==> src/wsfd_pkg.sv <==
`default_nettype none

package wsfd_pkg;

  // Field widths of the byte stream and the frame header.
  localparam int unsigned ByteW = 8;
  localparam int unsigned OpcW  = 4;
  localparam int unsigned LenW  = 7;

  // Masking key: four bytes, indexed by the low bits of the byte count.
  localparam int unsigned KeyDepth = 4;
  localparam int unsigned KeyIdxW  = $clog2(KeyDepth);

  // Header bit positions.
  localparam int unsigned FinBit  = 7;
  localparam int unsigned MaskBit = 7;

  // Largest length that fits the short header form.
  localparam logic [LenW-1:0] MaxLen = LenW'(125);

endpackage

`default_nettype wire

==> src/websocket_frame_deframer.sv <==
`default_nettype none

// WebSocket frame deframer for short frames (payload up to 125 bytes). Received
// bytes enter one per beat on the input channel; header and masking-key bytes
// produce no result, each payload byte produces one result carrying the
// unmasked byte, the frame's FIN bit and opcode, and a mark on the last byte.
// A frame with no payload produces one empty marker result, and a length code
// of 126 or 127 produces one error result after which all input is taken and
// dropped until reset. Every byte is handled in the cycle it is accepted and
// its result sits in the output register on the next cycle, so the block takes
// one byte per clock while its results are taken; the input is ready whenever
// the output register is empty or its beat is being taken in the same cycle.
module websocket_frame_deframer
  import wsfd_pkg::*;
(
  input  wire logic            clk_i,
  input  wire logic            rst_ni,
  input  wire logic            in_valid_i,
  output logic                 in_ready_o,
  input  wire logic [ByteW-1:0] rx_byte_i,
  output logic                 out_valid_o,
  input  wire logic            out_ready_i,
  output logic [ByteW-1:0]     data_byte_o,
  output logic                 has_data_o,
  output logic                 fin_flag_o,
  output logic [OpcW-1:0]      frame_opcode_o,
  output logic                 last_of_frame_o,
  output logic                 length_error_o
);

  typedef enum logic [2:0] {
    PhHdr0,
    PhHdr1,
    PhKey0,
    PhKey1,
    PhKey2,
    PhKey3,
    PhData,
    PhHalt
  } phase_e;

  phase_e            phase_q, phase_d;
  logic              fin_q, fin_d;
  logic [OpcW-1:0]   opcode_q, opcode_d;
  logic              mask_on_q, mask_on_d;
  logic [LenW-1:0]   len_q, len_d;
  logic [LenW-1:0]   count_q, count_d;
  logic [ByteW-1:0]  key_q [KeyDepth];

  logic              out_valid_q, out_valid_d;
  logic [ByteW-1:0]  data_q, data_d;
  logic              has_data_q, has_data_d;
  logic              fin_out_q, fin_out_d;
  logic [OpcW-1:0]   opcode_out_q, opcode_out_d;
  logic              last_q, last_d;
  logic              err_q, err_d;

  logic              accept;
  logic              emit;
  logic              key_we;
  logic [KeyIdxW-1:0] key_widx;
  logic [LenW:0]     count_inc;
  logic              at_last;

  // The output register parts the two channels.
  assign in_ready_o = !out_valid_q || out_ready_i;
  assign accept     = in_valid_i && in_ready_o;

  assign count_inc = {1'b0, count_q} + (LenW+1)'(1);
  assign at_last   = count_inc >= {1'b0, len_q};

  // Next state and result for the accepted byte.
  always_comb begin
    phase_d      = phase_q;
    fin_d        = fin_q;
    opcode_d     = opcode_q;
    mask_on_d    = mask_on_q;
    len_d        = len_q;
    count_d      = count_q;
    emit         = 1'b0;
    key_we       = 1'b0;
    key_widx     = KeyIdxW'(phase_q - PhKey0);
    data_d       = '0;
    has_data_d   = 1'b0;
    last_d       = 1'b0;
    err_d        = 1'b0;
    if (accept) begin
      case (phase_q)
        PhHdr0: begin
          fin_d    = rx_byte_i[FinBit];
          opcode_d = rx_byte_i[OpcW-1:0];
          phase_d  = PhHdr1;
        end
        PhHdr1: begin
          mask_on_d = rx_byte_i[MaskBit];
          len_d     = rx_byte_i[LenW-1:0];
          count_d   = '0;
          if (rx_byte_i[LenW-1:0] > MaxLen) begin
            phase_d = PhHalt;
            emit    = 1'b1;
            last_d  = 1'b1;
            err_d   = 1'b1;
          end else if (rx_byte_i[MaskBit]) begin
            phase_d = PhKey0;
          end else if (rx_byte_i[LenW-1:0] == '0) begin
            phase_d = PhHdr0;
            emit    = 1'b1;
            last_d  = 1'b1;
          end else begin
            phase_d = PhData;
          end
        end
        PhKey0, PhKey1, PhKey2: begin
          key_we  = 1'b1;
          phase_d = phase_e'(phase_q + 3'd1);
        end
        PhKey3: begin
          key_we = 1'b1;
          if (len_q == '0) begin
            phase_d = PhHdr0;
            emit    = 1'b1;
            last_d  = 1'b1;
          end else begin
            phase_d = PhData;
          end
        end
        PhData: begin
          emit       = 1'b1;
          has_data_d = 1'b1;
          data_d     = mask_on_q ? (rx_byte_i ^ key_q[count_q[KeyIdxW-1:0]]) : rx_byte_i;
          last_d     = at_last;
          count_d    = count_inc[LenW-1:0];
          if (at_last) begin
            phase_d = PhHdr0;
          end
        end
        default: begin
          phase_d = PhHalt;
        end
      endcase
    end
    fin_out_d    = fin_d;
    opcode_out_d = opcode_d;

    // A result fills the output register; a taken beat empties it.
    if (emit) begin
      out_valid_d = 1'b1;
    end else if (out_ready_i) begin
      out_valid_d = 1'b0;
    end else begin
      out_valid_d = out_valid_q;
    end
  end

  // Control state and result register.
  always_ff @(posedge clk_i or negedge rst_ni) begin
    if (!rst_ni) begin
      phase_q      <= PhHdr0;
      fin_q        <= 1'b0;
      opcode_q     <= '0;
      mask_on_q    <= 1'b0;
      len_q        <= '0;
      count_q      <= '0;
      out_valid_q  <= 1'b0;
      data_q       <= '0;
      has_data_q   <= 1'b0;
      fin_out_q    <= 1'b0;
      opcode_out_q <= '0;
      last_q       <= 1'b0;
      err_q        <= 1'b0;
    end else begin
      phase_q     <= phase_d;
      fin_q       <= fin_d;
      opcode_q    <= opcode_d;
      mask_on_q   <= mask_on_d;
      len_q       <= len_d;
      count_q     <= count_d;
      out_valid_q <= out_valid_d;
      if (emit) begin
        data_q       <= data_d;
        has_data_q   <= has_data_d;
        fin_out_q    <= fin_out_d;
        opcode_out_q <= opcode_out_d;
        last_q       <= last_d;
        err_q        <= err_d;
      end
    end
  end

  // Masking key, written by the four key bytes of a masked frame.
  always_ff @(posedge clk_i) begin
    if (key_we) begin
      key_q[key_widx] <= rx_byte_i;
    end
  end

  assign out_valid_o     = out_valid_q;
  assign data_byte_o     = data_q;
  assign has_data_o      = has_data_q;
  assign fin_flag_o      = fin_out_q;
  assign frame_opcode_o  = opcode_out_q;
  assign last_of_frame_o = last_q;
  assign length_error_o  = err_q;

endmodule

`default_nettype wire

==> config.mk <==
export PLATFORM = sky130hd
export DESIGN_NAME = websocket_frame_deframer
export DESIGN_NICKNAME = d
export VERILOG_FILES = /design/src/wsfd_pkg.sv /design/src/websocket_frame_deframer.sv
export SDC_FILE = /design/constraint.sdc
export NUM_CORES = 1
export LEC_CHECK = 0
export ABC_AREA = 1
export ABC_CLOCK_PERIOD_IN_PS = 4200
export BUFFER_PORTS_ARGS = -buffer_cell sky130_fd_sc_hd__buf_2
export CELL_PAD_IN_SITES_DETAIL_PLACEMENT = 0
export CELL_PAD_IN_SITES_GLOBAL_PLACEMENT = 2
export CORE_ASPECT_RATIO = 0.7
export CORE_MARGIN = 3
export CORE_UTILIZATION = 30
export DETAILED_ROUTE_END_ITERATION = 6
export GPL_TIMING_DRIVEN = 0
export PLACE_DENSITY_LB_ADDON = 0.1
export REMOVE_ABC_BUFFERS = 1
export SYNTH_ARGS = -nofsm -noshare
export SYNTH_HDL_FRONTEND = slang
export SYNTH_SLANG_ARGS = --single-unit
==> constraint.sdc <==
create_clock -name clk_i -period 4.2 [get_ports clk_i]
set_input_delay 0.84 -clock clk_i [delete_from_list [all_inputs] [get_ports clk_i]]
set_output_delay 0.84 -clock clk_i [all_outputs]
set_load 0.03 [all_outputs]
==> impl_metrics.env <==
export IMPL_cts_repair_resize_count=0
export IMPL_max_stage_delay_ns=0.98
export IMPL_seq_area_frac_synth_pct=55.7
export IMPL_grt_pass1_wl_mm=14.4
export IMPL_synthTopCellsByArea="dfrtp_1, edfxtp_1, nand2_1, nor2_1, o21ai_0"
export IMPL_required_ns=4.39
export IMPL_avgRoutedWirePerCell_um=15.2
export IMPL_numPortBuffers=29
export IMPL_drtPass1Iterations=4
export IMPL_relSlewSlack_pct=18.8
export IMPL_htreeDepth=3
export IMPL_finClkSkew_ns=0.00728
export IMPL_cpMaxStageDelayCell="nor2_1"
export IMPL_p_per_area_mw_per_mm2=733
export IMPL_die_w_um=136
export IMPL_grt_pass1_vias=2593
export IMPL_post_cts_buffers=0
export IMPL_ys_top_cells_by_count="nand2_1, nor2_1, inv_1, dfrtp_1, o21ai_0"
export IMPL_drv_cap=0
export IMPL_drt_initial_drc_count=127
export IMPL_register_area_sq_mm=0.00196
export IMPL_clk_insertion_delay_late_ns=0.33
export IMPL_fin_area_sq_mm=0.00409
export IMPL_cts_buffer_depth=2
export IMPL_criticalPathCategory="in -> reg"
export IMPL_multiInputGateArea_sq_mm=0.00133
export IMPL_num_rows=32
export IMPL_synth_cell_types=30
export IMPL_ioPinCount=30
export IMPL_dp_hpwl_mm=5.97
export IMPL_fin_util_pct=36.4
export IMPL_grt_start_max_net_pins=41
export IMPL_overflow=0
export IMPL_cts_buffers=9
export IMPL_synth_most_common_cell="nand2_1"
export IMPL_min_path_type="reg -> reg"
export IMPL_cts_tree="done"
export IMPL_place_area_sq_mm=0.00380
export IMPL_min_period_over_period_pct=67.1
export IMPL_antenna_cells=0
export IMPL_antenna_found_initial=0
export IMPL_die_h_um=96.7
export IMPL_postCtsHoldBufs=0
export IMPL_final_max_slew_violation_count=0
export IMPL_yosysTopAreaCell="dfrtp_1"
export IMPL_netlist_area_sq_mm=0.00352
export IMPL_ys_ff_latch=72
export IMPL_period_needed_ns=2.82
export IMPL_ys_async_sr_fraction_pct=55.6
export IMPL_critPathBufInv=3
export IMPL_vias_per_cell=4.50
export IMPL_crit_path_end_kind="flip-flop"
export IMPL_setup_viol=0
export IMPL_gp_congestion=0.791
export IMPL_rsz0062_at_grt="false"
export IMPL_fillers=1170
export IMPL_cp_top_family="simple AND/OR/NAND/NOR gates"
export IMPL_synth_edf_count=32
export IMPL_clock_fmax_mhz=355
export IMPL_tightest_slew_ns=1.21
export IMPL_cts_root_buf="clkbuf_16"
export IMPL_fin_setup_tns_ns=0
export IMPL_clock_sinks=72
export IMPL_fin_nets=450
export IMPL_cp_cell_sequence="buf_2 > inv_1 > nand2_2 > nand2_1 > nor2_1 > inv_1 > nand2_1 > o21ai_0"
export IMPL_status="complete, no violations"
export IMPL_dieArea_sq_mm=0.0131
export IMPL_antenna_left=0
export IMPL_routed_wl_mm=8.83
export IMPL_start_util_pct=31.3
export IMPL_power_leakage_nw=1.89
export IMPL_synth_top_cell_area_share_pct=28.4
export IMPL_vias=2621
export IMPL_startpoint_type="input pin"
export IMPL_drc_errors=0
export IMPL_grt_usage_pct=14.4
export IMPL_syn2layout_area_growth_pct=16.2
export IMPL_synth_main_ff_cell="dfrtp_1"
export IMPL_path_clk_slew_ns=0.05
export IMPL_synth_cells=394
export IMPL_syn_area_per_cell_sq_um=8.95
export IMPL_ir_drop_mv=0.224
export IMPL_timing_hold_violations_final=0
export IMPL_path_max_fanout=12
export IMPL_drive_above_1_share_pct=14.9
export IMPL_crit_arrival_ns=3.01
export IMPL_synth_warnings=0
export IMPL_core_area_sq_mm=0.0113
-- flip-flops by register name (all words and copies together) (netlist names), 3 cells and up --
signal          flops
key_q              32
data_byte_o         8
count_q             7
len_q               7
frame_opcode_o      4
opcode_q            4
phase_q             3
-- logic make-up (layout without fill, tap and decap cells) --
kind of cell / after synthesis / in the layout / share of synthesized area [%]
AND/OR/NAND/NOR: 186 / 186 / 22.6
buffers and inverters: 56 / 92 / 6.71
adder cells (fa/ha/maj): 13 / 13 / 4.61
AO/OA/AOI/OAI: 64 / 64 / 9.66
XOR/XNOR: 3 / 3 / 0.746
flip-flops: 72 / 72 / 55.7
-- metal layers --
metal,vias to the layer above,track usage [%],wire length [um]
li1,1340,-,-
met1,1220,20.6,4580
met2,51,21.6,3740
met3,10,4.26,411
met4,0,3.49,93
met5,-,0,0
-- layout by cell type (no fill, tap or decap) --
| master | count |
|---|---|
| a21boi_0 | 1 |
| a21oi_1 | 17 |
| and2_1 | 1 |
| and3_1 | 1 |
| buf_2 | 29 |
| bufinv_16 | 1 |
| clkbuf_1 | 1 |
| clkbuf_16 | 9 |
| clkinv_1 | 1 |
| clkinv_2 | 1 |
| clkinvlp_4 | 3 |
| dfrtp_1 | 40 |
| edfxtp_1 | 32 |
| ha_1 | 13 |
| inv_1 | 42 |
| inv_2 | 4 |
| inv_4 | 1 |
| nand2_1 | 89 |
| nand2_2 | 7 |
| nand2_4 | 2 |
| nand3_1 | 23 |
| nand3b_4 | 1 |
| nor2_1 | 56 |
| nor2_2 | 1 |
| nor2_4 | 1 |
| nor3_1 | 3 |
| o21a_1 | 1 |
| o21ai_0 | 35 |
| o21ai_1 | 4 |
| o21ai_2 | 3 |
| o22ai_1 | 3 |
| or2_2 | 1 |
| xor2_1 | 3 |
-- report_power, final --
| group | internal, W | total, W | switching, W |
|---|---|---|---|
| Clock | 0.000457 | 0.000757 | 0.000300 |
| Combinational | 0.000365 | 0.00112 | 0.000756 |
| Sequential | 0.000966 | 0.00112 | 0.000158 |
| Total | 0.00179 | 0.00300 | 0.00121 |
-- layout make-up --
class / count / share of cell area (%)
Sequential cell: 72 / 47.9
Clock buffer: 10 / 5.59
Inverter: 47 / 4.37
Tap cell: 153 / 4.68
Timing Repair Buffer: 29 / 3.55
Clock inverter: 6 / 1.50
Multi-Input combinational cell: 266 / 32.4
-- worst min-delay path, cell delays in order, from the launching register on --
cell and delay, ns:
dfrtp_1 0.34, nand2_1 0.05, nand2_1 0.05
-- metrics by stage --
stage          hold slack, ns  power (W)  instances  setup slack, ns
3_5_place_dp            0.455    0.00228        567            0.924
5_1_grt                 0.500    0.00326        583             1.07
2_1_floorplan           0.482    0.00193        385             1.88
6_report                0.465    0.00300        583             1.38
4_1_cts                 0.470    0.00305        583             1.27
3_3_place_gp            0.451    0.00227        567            0.994
-- path summary, 6_finish.rpt --
path                              startpoint  cells past startpoint  slack (ns)                 to
max                              out_ready_i                      8        1.38         count_q[0]
min                        frame_opcode_o[0]                      2        0.47  frame_opcode_o[0]
max reg2reg                       count_q[0]                     15        1.39         phase_q[2]
min reg2reg                frame_opcode_o[0]                      2        0.47  frame_opcode_o[0]
max in group asynchronous             rst_ni                      1        2.91           len_q[5]
min in group asynchronous             rst_ni                      1        0.67     data_byte_o[0]
No activity file was read; power rests on OpenSTA's default activity.
